## config.mk

```make
export PLATFORM = sky130hd
export DESIGN_NAME = ata_pio_lba48_sequencer_top_flat
export DESIGN_NICKNAME = d
export VERILOG_FILES = /design/src/design/apls_pkg.sv /design/src/design/apls_if.sv /design/src/design/apls_front.sv /design/src/design/apls_queue.sv /design/src/design/apls_back.sv /design/src/design/ata_pio_lba48_sequencer_top.sv /design/src/flat_wrapper.sv
export SDC_FILE = /design/constraint.sdc
export NUM_CORES = 1
export LEC_CHECK = 0
export BUFFER_PORTS_ARGS = -buffer_cell sky130_fd_sc_hd__buf_4
export CORE_UTILIZATION = 50
export DETAILED_ROUTE_END_ITERATION = 10
export HOLD_SLACK_MARGIN = 0.15
export PLACE_DENSITY = 0.71
export SYNTH_ARGS = -nofsm -noshare
export SYNTH_HDL_FRONTEND = slang
export SYNTH_SLANG_ARGS = --single-unit
```

## constraint.sdc

```tcl
create_clock -name clk_i -period 6.43 [get_ports clk_i]
set_input_delay 0.9645 -clock clk_i [delete_from_list [all_inputs] [get_ports clk_i]]
set_output_delay 0.9645 -clock clk_i [all_outputs]
set_load 0.05 [all_outputs]
```

## src/design/apls_pkg.sv

```systemverilog
package apls_pkg;

  localparam int unsigned WordsPerSector           = 256;
  localparam int unsigned SelectStatusReadsDefault = 5;
  localparam int unsigned QueueDepth               = 2;

  localparam logic [7:0]  LastWordIndex = 8'(WordsPerSector - 1);
  localparam logic [15:0] BasePortReset = 16'h01F0;

  localparam logic [2:0] OFS_DATA  = 3'd0;
  localparam logic [2:0] OFS_COUNT = 3'd2;
  localparam logic [2:0] OFS_LBA0  = 3'd3;
  localparam logic [2:0] OFS_LBA1  = 3'd4;
  localparam logic [2:0] OFS_LBA2  = 3'd5;
  localparam logic [2:0] OFS_DRIVE = 3'd6;
  localparam logic [2:0] OFS_CMD   = 3'd7;

  localparam logic [7:0] STATUS_ERR_MASK = 8'h21;
  localparam logic [7:0] STATUS_RDY_MASK = 8'h88;
  localparam logic [7:0] STATUS_RDY_VAL  = 8'h08;
  localparam logic [7:0] DEV_SEL_LBA     = 8'h40;
  localparam logic [7:0] DEV_SEL_SLAVE   = 8'h10;
  localparam logic [7:0] CMD_READ_EXT    = 8'h24;
  localparam logic [7:0] CMD_WRITE_EXT   = 8'h34;
  localparam logic [7:0] CMD_FLUSH_CACHE = 8'hE7;

  localparam logic [3:0] TaskLastStep = 4'd9;

  typedef enum logic [1:0] {
    FUNC_REQ     = 2'd0,
    FUNC_RD_ANS  = 2'd1,
    FUNC_WR_WORD = 2'd2,
    FUNC_NONE    = 2'd3
  } func_e;

  typedef enum logic [2:0] {
    K_BUS_WR = 3'd0,
    K_BUS_RD = 3'd1,
    K_HOST   = 3'd2,
    K_DONE   = 3'd3,
    K_ERR    = 3'd4,
    K_NEED   = 3'd5
  } kind_e;

  typedef enum logic {
    REG_IO_BASE      = 1'b0,
    REG_SLAVE_SELECT = 1'b1
  } reg_e;

  typedef enum logic [2:0] {
    JOB_ERR    = 3'd0,
    JOB_SELECT = 3'd1,
    JOB_POLL   = 3'd2,
    JOB_TASK   = 3'd3,
    JOB_NEED   = 3'd4,
    JOB_RDDATA = 3'd5,
    JOB_HOST   = 3'd6,
    JOB_WDATA  = 3'd7
  } job_op_e;

  typedef enum logic [2:0] {
    TAIL_RDDATA = 3'd0,
    TAIL_NEED   = 3'd1,
    TAIL_POLL   = 3'd2,
    TAIL_DONE   = 3'd3,
    TAIL_FLUSH  = 3'd4
  } tail_e;

  typedef struct packed {
    job_op_e     op;
    tail_e       tail;
    logic [15:0] word;
    logic [47:0] lba;
    logic [15:0] count;
    logic        op_write;
  } job_t;

  typedef struct packed {
    logic [15:0] io_base;
    logic        slave_select;
  } cfg_t;

endpackage

```

## src/design/apls_if.sv

```systemverilog
interface apls_in_if;
  logic        valid;
  logic        ready;
  logic [1:0]  func;
  logic        is_write;
  logic [47:0] lba;
  logic [15:0] sector_count;
  logic [15:0] bus_read_data;
  logic [15:0] write_word;

  modport source (
    output valid, func, is_write, lba, sector_count, bus_read_data, write_word,
    input  ready
  );
  modport sink (
    input  valid, func, is_write, lba, sector_count, bus_read_data, write_word,
    output ready
  );
endinterface

interface apls_out_if;
  logic        valid;
  logic        ready;
  logic [2:0]  kind;
  logic [15:0] port;
  logic [15:0] bus_data;
  logic [15:0] host_word;
  logic        last;

  modport source (
    output valid, kind, port, bus_data, host_word, last,
    input  ready
  );
  modport sink (
    input  valid, kind, port, bus_data, host_word, last,
    output ready
  );
endinterface

```

## src/design/apls_front.sv

```systemverilog
module apls_front
  import apls_pkg::*;
#(
  parameter int unsigned SelectStatusReads = SelectStatusReadsDefault
) (
  input  logic         clk_i,
  input  logic         rst_ni,
  input  logic         cfg_wr_i,
  apls_in_if.sink      in_i,
  output job_t         job_o,
  output logic         job_valid_o,
  input  logic         job_ready_i
);

  typedef enum logic [4:0] {
    PH_IDLE    = 5'b00001,
    PH_DISCARD = 5'b00010,
    PH_POLL    = 5'b00100,
    PH_RDATA   = 5'b01000,
    PH_WDATA   = 5'b10000
  } phase_e;

  phase_e      phase_q, phase_d;
  logic        drive_sel_q, drive_sel_d;
  logic [2:0]  discard_q, discard_d;
  logic [15:0] sectors_q, sectors_d;
  logic [7:0]  word_idx_q, word_idx_d;
  logic        op_write_q, op_write_d;
  logic [47:0] lba_q, lba_d;
  logic [15:0] count_q, count_d;

  logic        xfer;
  logic [7:0]  status;
  logic [15:0] sectors_dec;
  logic [2:0]  discard_dec;

  assign in_i.ready  = job_ready_i;
  assign xfer        = in_i.valid && job_ready_i;
  assign status      = in_i.bus_read_data[7:0];
  assign sectors_dec = sectors_q - 16'd1;
  assign discard_dec = discard_q - 3'd1;

  always_comb begin
    phase_d     = phase_q;
    drive_sel_d = drive_sel_q;
    discard_d   = discard_q;
    sectors_d   = sectors_q;
    word_idx_d  = word_idx_q;
    op_write_d  = op_write_q;
    lba_d       = lba_q;
    count_d     = count_q;
    job_valid_o = 1'b0;
    job_o       = '{op: JOB_ERR, tail: TAIL_DONE, word: in_i.bus_read_data,
                    lba: lba_q, count: count_q, op_write: op_write_q};
    if (xfer) begin
      unique case (func_e'(in_i.func))
        FUNC_REQ: begin
          job_valid_o = 1'b1;
          if (phase_q == PH_IDLE && in_i.sector_count != 16'd0) begin
            op_write_d     = in_i.is_write;
            lba_d          = in_i.lba;
            count_d        = in_i.sector_count;
            sectors_d      = in_i.sector_count;
            word_idx_d     = 8'd0;
            job_o.lba      = in_i.lba;
            job_o.count    = in_i.sector_count;
            job_o.op_write = in_i.is_write;
            if (!drive_sel_q) begin
              job_o.op  = JOB_SELECT;
              discard_d = 3'(SelectStatusReads);
              phase_d   = PH_DISCARD;
            end else begin
              job_o.op = JOB_TASK;
              phase_d  = PH_POLL;
            end
          end
        end
        FUNC_RD_ANS: begin
          unique case (phase_q)
            PH_DISCARD: begin
              job_valid_o = 1'b1;
              discard_d   = discard_dec;
              if (discard_dec != 3'd0) begin
                job_o.op = JOB_POLL;
              end else begin
                drive_sel_d = 1'b1;
                job_o.op    = JOB_TASK;
                phase_d     = PH_POLL;
              end
            end
            PH_POLL: begin
              job_valid_o = 1'b1;
              if ((status & STATUS_ERR_MASK) != 8'h00) begin
                job_o.op   = JOB_ERR;
                phase_d    = PH_IDLE;
                sectors_d  = 16'd0;
                word_idx_d = 8'd0;
              end else if ((status & STATUS_RDY_MASK) != STATUS_RDY_VAL) begin
                job_o.op = JOB_POLL;
              end else begin
                word_idx_d = 8'd0;
                if (op_write_q) begin
                  job_o.op = JOB_NEED;
                  phase_d  = PH_WDATA;
                end else begin
                  job_o.op = JOB_RDDATA;
                  phase_d  = PH_RDATA;
                end
              end
            end
            PH_RDATA: begin
              job_valid_o = 1'b1;
              job_o.op    = JOB_HOST;
              if (word_idx_q == LastWordIndex) begin
                word_idx_d = 8'd0;
                sectors_d  = sectors_dec;
                if (sectors_dec != 16'd0) begin
                  job_o.tail = TAIL_POLL;
                  phase_d    = PH_POLL;
                end else begin
                  job_o.tail = TAIL_DONE;
                  phase_d    = PH_IDLE;
                end
              end else begin
                word_idx_d = word_idx_q + 8'd1;
                job_o.tail = TAIL_RDDATA;
              end
            end
            PH_IDLE, PH_WDATA: begin
            end
          endcase
        end
        FUNC_WR_WORD: begin
          if (phase_q == PH_WDATA) begin
            job_valid_o = 1'b1;
            job_o.op    = JOB_WDATA;
            job_o.word  = in_i.write_word;
            if (word_idx_q == LastWordIndex) begin
              word_idx_d = 8'd0;
              sectors_d  = sectors_dec;
              if (sectors_dec != 16'd0) begin
                job_o.tail = TAIL_POLL;
                phase_d    = PH_POLL;
              end else begin
                job_o.tail = TAIL_FLUSH;
                phase_d    = PH_IDLE;
              end
            end else begin
              word_idx_d = word_idx_q + 8'd1;
              job_o.tail = TAIL_NEED;
            end
          end
        end
        FUNC_NONE: begin
        end
      endcase
    end
    if (cfg_wr_i) begin
      drive_sel_d = 1'b0;
    end
  end

  always_ff @(posedge clk_i or negedge rst_ni) begin
    if (!rst_ni) begin
      phase_q     <= PH_IDLE;
      drive_sel_q <= 1'b0;
      discard_q   <= 3'd0;
      sectors_q   <= 16'd0;
      word_idx_q  <= 8'd0;
      op_write_q  <= 1'b0;
      lba_q       <= 48'd0;
      count_q     <= 16'd0;
    end else begin
      phase_q     <= phase_d;
      drive_sel_q <= drive_sel_d;
      discard_q   <= discard_d;
      sectors_q   <= sectors_d;
      word_idx_q  <= word_idx_d;
      op_write_q  <= op_write_d;
      lba_q       <= lba_d;
      count_q     <= count_d;
    end
  end

endmodule

```

## src/design/apls_queue.sv

```systemverilog
module apls_queue
  import apls_pkg::*;
(
  input  logic clk_i,
  input  logic rst_ni,
  input  logic push_i,
  input  job_t push_data_i,
  output logic full_o,
  input  logic pop_i,
  output job_t pop_data_o,
  output logic valid_o
);

  localparam int unsigned PtrW = (QueueDepth > 1) ? $clog2(QueueDepth) : 1;
  localparam int unsigned CntW = $clog2(QueueDepth + 1);

  job_t            mem_q [QueueDepth];
  logic [PtrW-1:0] wr_ptr_q, rd_ptr_q;
  logic [CntW-1:0] cnt_q;
  logic            do_push, do_pop;

  assign full_o     = (cnt_q == CntW'(QueueDepth));
  assign valid_o    = (cnt_q != '0);
  assign do_push    = push_i && !full_o;
  assign do_pop     = pop_i && valid_o;
  assign pop_data_o = mem_q[rd_ptr_q];

  always_ff @(posedge clk_i) begin
    if (do_push) begin
      mem_q[wr_ptr_q] <= push_data_i;
    end
  end

  always_ff @(posedge clk_i or negedge rst_ni) begin
    if (!rst_ni) begin
      wr_ptr_q <= '0;
      rd_ptr_q <= '0;
      cnt_q    <= '0;
    end else begin
      if (do_push) begin
        wr_ptr_q <= (wr_ptr_q == PtrW'(QueueDepth - 1)) ? '0 : wr_ptr_q + 1'b1;
      end
      if (do_pop) begin
        rd_ptr_q <= (rd_ptr_q == PtrW'(QueueDepth - 1)) ? '0 : rd_ptr_q + 1'b1;
      end
      if (do_push && !do_pop) begin
        cnt_q <= cnt_q + 1'b1;
      end else if (do_pop && !do_push) begin
        cnt_q <= cnt_q - 1'b1;
      end
    end
  end

endmodule

```

## src/design/apls_back.sv

```systemverilog
module apls_back
  import apls_pkg::*;
(
  input  logic      clk_i,
  input  logic      rst_ni,
  input  cfg_t      cfg_i,
  input  job_t      job_i,
  input  logic      job_valid_i,
  output logic      job_pop_o,
  apls_out_if.source out_o
);

  logic [3:0]  step_q;
  logic        valid_q;
  kind_e       kind_q;
  logic [15:0] port_q, data_q, host_q;
  logic        last_q;

  kind_e       r_kind;
  logic [2:0]  r_ofs;
  logic        r_port_en;
  logic [15:0] r_data, r_host;
  logic        r_last;
  logic        load;
  logic [7:0]  sel_byte;

  assign load      = job_valid_i && (!valid_q || out_o.ready);
  assign job_pop_o = load && r_last;
  assign sel_byte  = DEV_SEL_LBA | (cfg_i.slave_select ? DEV_SEL_SLAVE : 8'h00);

  always_comb begin
    r_kind    = K_ERR;
    r_ofs     = OFS_DATA;
    r_port_en = 1'b0;
    r_data    = 16'd0;
    r_host    = 16'd0;
    r_last    = 1'b1;
    unique case (job_i.op)
      JOB_ERR: begin
        r_kind = K_ERR;
      end
      JOB_SELECT: begin
        r_port_en = 1'b1;
        if (step_q == 4'd0) begin
          r_kind = K_BUS_WR;
          r_ofs  = OFS_DRIVE;
          r_data = {8'h00, sel_byte};
          r_last = 1'b0;
        end else begin
          r_kind = K_BUS_RD;
          r_ofs  = OFS_CMD;
        end
      end
      JOB_POLL: begin
        r_kind    = K_BUS_RD;
        r_ofs     = OFS_CMD;
        r_port_en = 1'b1;
      end
      JOB_TASK: begin
        r_kind    = K_BUS_WR;
        r_port_en = 1'b1;
        r_last    = (step_q == TaskLastStep);
        unique case (step_q)
          4'd0: begin r_ofs = OFS_COUNT; r_data = {8'h00, job_i.count[15:8]}; end
          4'd1: begin r_ofs = OFS_LBA0;  r_data = {8'h00, job_i.lba[31:24]};  end
          4'd2: begin r_ofs = OFS_LBA1;  r_data = {8'h00, job_i.lba[39:32]};  end
          4'd3: begin r_ofs = OFS_LBA2;  r_data = {8'h00, job_i.lba[47:40]};  end
          4'd4: begin r_ofs = OFS_COUNT; r_data = {8'h00, job_i.count[7:0]};  end
          4'd5: begin r_ofs = OFS_LBA0;  r_data = {8'h00, job_i.lba[7:0]};    end
          4'd6: begin r_ofs = OFS_LBA1;  r_data = {8'h00, job_i.lba[15:8]};   end
          4'd7: begin r_ofs = OFS_LBA2;  r_data = {8'h00, job_i.lba[23:16]};  end
          4'd8: begin
            r_ofs  = OFS_CMD;
            r_data = {8'h00, job_i.op_write ? CMD_WRITE_EXT : CMD_READ_EXT};
          end
          default: begin
            r_kind = K_BUS_RD;
            r_ofs  = OFS_CMD;
          end
        endcase
      end
      JOB_NEED: begin
        r_kind = K_NEED;
      end
      JOB_RDDATA: begin
        r_kind    = K_BUS_RD;
        r_ofs     = OFS_DATA;
        r_port_en = 1'b1;
      end
      JOB_HOST, JOB_WDATA: begin
        if (step_q == 4'd0) begin
          r_last = 1'b0;
          if (job_i.op == JOB_HOST) begin
            r_kind = K_HOST;
            r_host = job_i.word;
          end else begin
            r_kind    = K_BUS_WR;
            r_ofs     = OFS_DATA;
            r_port_en = 1'b1;
            r_data    = job_i.word;
          end
        end else begin
          unique case (job_i.tail)
            TAIL_RDDATA: begin
              r_kind    = K_BUS_RD;
              r_ofs     = OFS_DATA;
              r_port_en = 1'b1;
            end
            TAIL_NEED: begin
              r_kind = K_NEED;
            end
            TAIL_POLL: begin
              r_kind    = K_BUS_RD;
              r_ofs     = OFS_CMD;
              r_port_en = 1'b1;
            end
            TAIL_FLUSH: begin
              if (step_q == 4'd1) begin
                r_kind    = K_BUS_WR;
                r_ofs     = OFS_CMD;
                r_port_en = 1'b1;
                r_data    = {8'h00, CMD_FLUSH_CACHE};
                r_last    = 1'b0;
              end else begin
                r_kind = K_DONE;
              end
            end
            default: begin
              r_kind = K_DONE;
            end
          endcase
        end
      end
    endcase
  end

  always_ff @(posedge clk_i or negedge rst_ni) begin
    if (!rst_ni) begin
      valid_q <= 1'b0;
      step_q  <= 4'd0;
    end else begin
      if (load) begin
        valid_q <= 1'b1;
        step_q  <= r_last ? 4'd0 : step_q + 4'd1;
      end else if (out_o.ready) begin
        valid_q <= 1'b0;
      end
    end
  end

  always_ff @(posedge clk_i) begin
    if (load) begin
      kind_q <= r_kind;
      port_q <= r_port_en ? (cfg_i.io_base + {13'd0, r_ofs}) : 16'd0;
      data_q <= r_data;
      host_q <= r_host;
      last_q <= r_last;
    end
  end

  assign out_o.valid     = valid_q;
  assign out_o.kind      = kind_q;
  assign out_o.port      = port_q;
  assign out_o.bus_data  = data_q;
  assign out_o.host_word = host_q;
  assign out_o.last      = last_q;

endmodule

```

## src/design/ata_pio_lba48_sequencer_top.sv

```systemverilog
// Host-side ATA PIO sequencer for 48-bit LBA sector reads and writes.
// The in_i channel carries requests, answers to bus reads and write data
// words; the out_o channel returns bus writes, bus reads, host words, done,
// error and need-data results, with last set on the final result of each
// input transfer. Every bus read issued must be answered by a later input.
// The I/O base and slave_select are written over the APB port; the user must
// write them only while idle, which the block does not enforce. Any write
// forces the next request to select the drive again. A front stage
// classifies each input and updates the phase state in the cycle of its
// transfer, pushing a job into a two-entry queue. A back stage expands the
// head job into results, one per cycle while the receiver is ready, through
// an output register. Inputs are taken every cycle while the queue has room;
// a new request with the drive already selected expands into ten results, a
// select into two, a data word into up to three. When the receiver stalls,
// the output register holds and the queue fills, after which in_i.ready
// drops. Reset empties the queue and the output register and returns the
// control and configuration registers to their default values.
module ata_pio_lba48_sequencer_top
  import apls_pkg::*;
#(
  parameter int unsigned SelectStatusReads = SelectStatusReadsDefault
) (
  input  logic        clk_i,
  input  logic        rst_ni,
  input  logic        psel_i,
  input  logic        penable_i,
  input  logic        pwrite_i,
  input  logic [2:0]  paddr_i,
  input  logic [31:0] pwdata_i,
  output logic [31:0] prdata_o,
  output logic        pready_o,
  apls_in_if.sink     in_i,
  apls_out_if.source  out_o
);

  cfg_t cfg_q;
  logic cfg_wr;
  reg_e cfg_sel;
  job_t front_job, queue_job;
  logic front_valid, queue_full, queue_valid, back_pop;

  assign pready_o = 1'b1;
  assign cfg_wr   = psel_i && penable_i && pwrite_i;
  assign cfg_sel  = reg_e'(paddr_i[2]);

  always_ff @(posedge clk_i or negedge rst_ni) begin
    if (!rst_ni) begin
      cfg_q.io_base      <= BasePortReset;
      cfg_q.slave_select <= 1'b0;
    end else if (cfg_wr) begin
      unique case (cfg_sel)
        REG_IO_BASE:      cfg_q.io_base      <= pwdata_i[15:0];
        REG_SLAVE_SELECT: cfg_q.slave_select <= pwdata_i[0];
      endcase
    end
  end

  always_comb begin
    unique case (cfg_sel)
      REG_IO_BASE:      prdata_o = {16'd0, cfg_q.io_base};
      REG_SLAVE_SELECT: prdata_o = {31'd0, cfg_q.slave_select};
    endcase
  end

  apls_front #(
    .SelectStatusReads(SelectStatusReads)
  ) u_front (
    .clk_i      (clk_i),
    .rst_ni     (rst_ni),
    .cfg_wr_i   (cfg_wr),
    .in_i       (in_i),
    .job_o      (front_job),
    .job_valid_o(front_valid),
    .job_ready_i(!queue_full)
  );

  apls_queue u_queue (
    .clk_i      (clk_i),
    .rst_ni     (rst_ni),
    .push_i     (front_valid),
    .push_data_i(front_job),
    .full_o     (queue_full),
    .pop_i      (back_pop),
    .pop_data_o (queue_job),
    .valid_o    (queue_valid)
  );

  apls_back u_back (
    .clk_i      (clk_i),
    .rst_ni     (rst_ni),
    .cfg_i      (cfg_q),
    .job_i      (queue_job),
    .job_valid_i(queue_valid),
    .job_pop_o  (back_pop),
    .out_o      (out_o)
  );

endmodule

```

## src/flat_wrapper.sv

```systemverilog
// flat-port wrapper written by rule: the top's interface ports become plain ports
module ata_pio_lba48_sequencer_top_flat import apls_pkg::*;
#(
  parameter int unsigned SelectStatusReads = SelectStatusReadsDefault
)
  (clk_i, rst_ni, psel_i, penable_i, pwrite_i, paddr_i, pwdata_i, prdata_o, pready_o, in_i_valid, in_i_func, in_i_is_write, in_i_lba, in_i_sector_count, in_i_bus_read_data, in_i_write_word, in_i_ready, out_o_valid, out_o_kind, out_o_port, out_o_bus_data, out_o_host_word, out_o_last, out_o_ready);
  apls_in_if in_i_i ();
  apls_out_if out_o_i ();
  input  logic clk_i;
  input  logic rst_ni;
  input  logic psel_i;
  input  logic penable_i;
  input  logic pwrite_i;
  input  logic [2:0] paddr_i;
  input  logic [31:0] pwdata_i;
  output logic [31:0] prdata_o;
  output logic pready_o;
  input wire logic [$bits(in_i_i.valid)-1:0] in_i_valid;
  input wire logic [$bits(in_i_i.func)-1:0] in_i_func;
  input wire logic [$bits(in_i_i.is_write)-1:0] in_i_is_write;
  input wire logic [$bits(in_i_i.lba)-1:0] in_i_lba;
  input wire logic [$bits(in_i_i.sector_count)-1:0] in_i_sector_count;
  input wire logic [$bits(in_i_i.bus_read_data)-1:0] in_i_bus_read_data;
  input wire logic [$bits(in_i_i.write_word)-1:0] in_i_write_word;
  output wire logic [$bits(in_i_i.ready)-1:0] in_i_ready;
  output wire logic [$bits(out_o_i.valid)-1:0] out_o_valid;
  output wire logic [$bits(out_o_i.kind)-1:0] out_o_kind;
  output wire logic [$bits(out_o_i.port)-1:0] out_o_port;
  output wire logic [$bits(out_o_i.bus_data)-1:0] out_o_bus_data;
  output wire logic [$bits(out_o_i.host_word)-1:0] out_o_host_word;
  output wire logic [$bits(out_o_i.last)-1:0] out_o_last;
  input wire logic [$bits(out_o_i.ready)-1:0] out_o_ready;
  assign in_i_i.valid = in_i_valid;
  assign in_i_i.func = in_i_func;
  assign in_i_i.is_write = in_i_is_write;
  assign in_i_i.lba = in_i_lba;
  assign in_i_i.sector_count = in_i_sector_count;
  assign in_i_i.bus_read_data = in_i_bus_read_data;
  assign in_i_i.write_word = in_i_write_word;
  assign in_i_ready = in_i_i.ready;
  assign out_o_valid = out_o_i.valid;
  assign out_o_kind = out_o_i.kind;
  assign out_o_port = out_o_i.port;
  assign out_o_bus_data = out_o_i.bus_data;
  assign out_o_host_word = out_o_i.host_word;
  assign out_o_last = out_o_i.last;
  assign out_o_i.ready = out_o_ready;
  ata_pio_lba48_sequencer_top #(.SelectStatusReads(SelectStatusReads)) u_core (.clk_i(clk_i), .rst_ni(rst_ni), .psel_i(psel_i), .penable_i(penable_i), .pwrite_i(pwrite_i), .paddr_i(paddr_i), .pwdata_i(pwdata_i), .prdata_o(prdata_o), .pready_o(pready_o), .in_i(in_i_i), .out_o(out_o_i));
endmodule
```

==> results.md <==
- Final Non-Filler Cells: 1867
- Final HPWL DP: 25100 um
- CTS tree: done
- Fin crit share: 68.0%
- Required time of the worst setup path: 6.69 ns
- Area after DPL: 0.0180 sq mm
- Post-route minimum period: 4.37 ns
- Fillers: 2534
- Seq/Total Area, Yosys: 60.7%
- Largest net degree at the start of global routing: 78
- Postcts setup bufs: 0
- Hold endpoint: u_core.u_front.count_q[5]
- Cts bufs inserted: 38
- Layout Nets: 1561
- GRT Overall Usage: 21.7%
- Gpl congestion: 0.847
- Worst VDD drop: 217 uV
- Reg2reg end: u_core.u_back.out_o.port[14]
- Final Hold Viols: 0
- Clock Sink Count: 350
- Non-Filler Cell Area, Final: 0.0191 sq mm
- Clock Skew: 0.0165 ns
- Reg-to-Reg Start: u_core.u_queue.rd_ptr_q
- Post-synth top area share: 41.6%
- Worst-path clk slew: 0.06 ns
- CP Cell Sequence: buf_4 -> mux2i_1 -> and2_1 -> a21oi_1 -> o22ai_1 -> ha_1 -> inv_1 -> fa_1 -> inv_1 -> a21o_1 -> nor2b_1 -> nand4_1 -> xor2_1 -> nor2_1
- Main flop type after synthesis: edfxtp_1
- Core area: 0.0318 sq mm
- Syn-to-layout area delta: 17.5%
- Drt wl/cell: 19.3 um
- Routed via count: 10.5k
- Initial Util: 51.3%
- Post-synthesis average cell area: 13.4 sq um
- Most frequent cell after synthesis: edfxtp_1
- CP Class: reg -> reg
- Dpl cells: 1797
- GR Overflow Total: 0
- Reg2Reg Setup Slack: 2.06 ns
- Max_slew headroom: 28.4%
- Layout cells sized above 1: 30.9%
- Synth top area cells: edfxtp_1 42%, dfrtp_1 18%, mux2_2 10%
- DR pass1 iterations: 5
- Hold depth: 2
- Die W: 183 um
- CTS resizes: 0
- Synth async-reset ratio: 35.4%
- WL final: 36100 um
- DIE HEIGHT: 183 um
- Max-cap viol count: 0
- Mapped Area: 0.0163 sq mm
- Post-synthesis register bit count: 350
- Measured slew at the worst slew-check pin: 1.04 ns
- Synth top cells by count: 226 x edfxtp_1, 148 x mux2_2, 118 x dfrtp_1, 75 x nor2_1, 72 x o21ai_0
- Fin. max-slew vios: 0
- PortBufs: 192
- CP max stage delay: 0.84 ns
- CTS Hold Buffers Added: 0
- Type of the most critical hold path: reg -> reg
- Pwr dens: 414 mW/mm^2
- F_max: 0.229 GHz
- H-tree depth: 2
- Max Root-Sink Buffers: 3
- CP max FO: 54
- Root buf cell: clkbuf_16
- Worst skew pair latency: 0.52 ns
- Number of routed nets with antenna violations: 0
- Die area: 0.0333 sq mm
- N_diodes: 0
- Crit start category: register
- Cell count of the worst reg-to-reg path: 14
- DRC viols: 0
- Cell repeated most along the worst path: inv_1
- RSZ-0062 raised after global routing: no
- Worst EP arrival: 4.63 ns
- Num ports: 228
- Final Setup Violations: 0
- CP max stage cell: dfrtp_4
- First-pass GRT wire length: 56300 um
- Fin Hold WS: 0.467 ns
- Hold path startpoint: u_core.u_front.count_q[5]
- Post-synthesis cell count: 1220
- Post-synth EDFFs: 226
- Antenna violations before repair: 0
- Core Rows: 65
- Largest area contributor in the netlist: edfxtp_1
- Syn. warnings: 0
- Static Leak: 7.94 nW
- Synth cell types: 83
- DR iter-0 viols: 673
- Sum Neg Setup Slack: 0 ns
- Final design utilization: 60.2%
- Worst Setup End Kind: register
- DR vias/cell: 5.60
- Vias in the first global route: 10.3k
- Run status: completed
- Critical path origin: u_core.u_queue.rd_ptr_q
-- registers in the layout, indices dropped and copies added, names as in the netlist, 3 cells and up --
signal,cells
u_core.u_back.out_o.kind,3
u_core.u_front.word_idx_q,8
u_core.u_front.count_q,16
u_core.u_front.lba_q,48
u_core.u_front.discard_q,3
u_core.u_queue.mem_q,174
u_core.u_back.out_o.bus_data,16
u_core.u_back.out_o.port,16
u_core.cfg_q,17
u_core.u_back.step_q,4
u_core.u_front.phase_q,5
u_core.u_front.sectors_q,16
u_core.u_back.out_o.host_word,16
-- layout make-up --
type	instances	area [sq um]	area share (%)
Clock buffer	52	1070	5.61
Multi-Input combinational cell	784	5900	30.8
Timing Repair Buffer	201	1520	7.95
Clock inverter	18	105	0.549
Sequential cell	350	9900	51.7
Inverter	27	101	0.529
Tap cell	435	544	2.84
-- logic make-up (layout without fill, tap and decap cells) --
family	count (synthesis)	in the layout	synth area share (%)
fa+ha+maj	18	18	1.43
buf+inv	101	298	3.57
mux	227	227	15.1
flops	350	350	60.7
xor+xnor	27	27	1.45
simple gates	289	289	9.34
other cells	2	17	0.0461
compound gates	206	206	8.33
-- worst max path at each step --
stage                                        end
global placement    u_core.u_back.out_o.port[14]
global route        u_core.u_back.out_o.port[14]
floorplan             u_core.u_queue.mem_q[0][0]
CTS                 u_core.u_back.out_o.port[14]
detailed placement  u_core.u_back.out_o.port[14]
finish              u_core.u_back.out_o.port[14]
-- power breakdown --
part	total, W	internal, W	switching (W)
Sequential	0.00322	0.00292	0.000299
Combinational	0.00266	0.000953	0.00171
Clock	0.00204	0.00118	0.000859
Total	0.00792	0.00505	0.00287
-- per-layer routing --
layer  track usage, %  part of all wire (%)  wire (um)  vias to the layer above
li1                 -                     -          -                     4929
met1             29.4                    44      15800                     5081
met2             35.1                    47      16900                      371
met3             4.21                   7.0       2510                       72
met4             7.03                   2.7        975                        0
met5                0                     0          0                        -
-- placed cells by master (no fill, tap or decap), drive strengths merged, types with 11 or more instances in the layout --
cell type,instances
o21ai,74
mux2i,71
nand3,20
nor2b,24
mux2,156
ha,17
xnor2,11
xor2,16
dfrtp,118
a21oi,15
o22ai,35
nor4,19
nand2,60
clkbuf,52
inv,30
buf,201
nor3,13
edfxtp,226
nand2b,15
a22o,12
clkinv,15
and3,12
nor2,75
conb,17
-- stage by stage --
stage / total power, W / setup WS [ns]
6_report: 0.00792 / 2.06
5_1_grt: 0.00830 / 1.60
4_1_cts: 0.00797 / 2.00
3_5_place_dp: 0.00592 / 2.03
3_3_place_gp: 0.00586 / 2.06
2_1_floorplan: 0.00517 / 0.102
-- worst max-delay path, delay by kind of cell, from the launching register on --
family	cells	cell delay [ns]
fa+ha+maj	2	0.62
flops	1	0.84
xor+xnor	1	0.14
buf+inv	3	0.92
compound gates	3	0.45
mux	1	0.47
simple gates	4	0.64
Power figures use the tool's default switching activity.
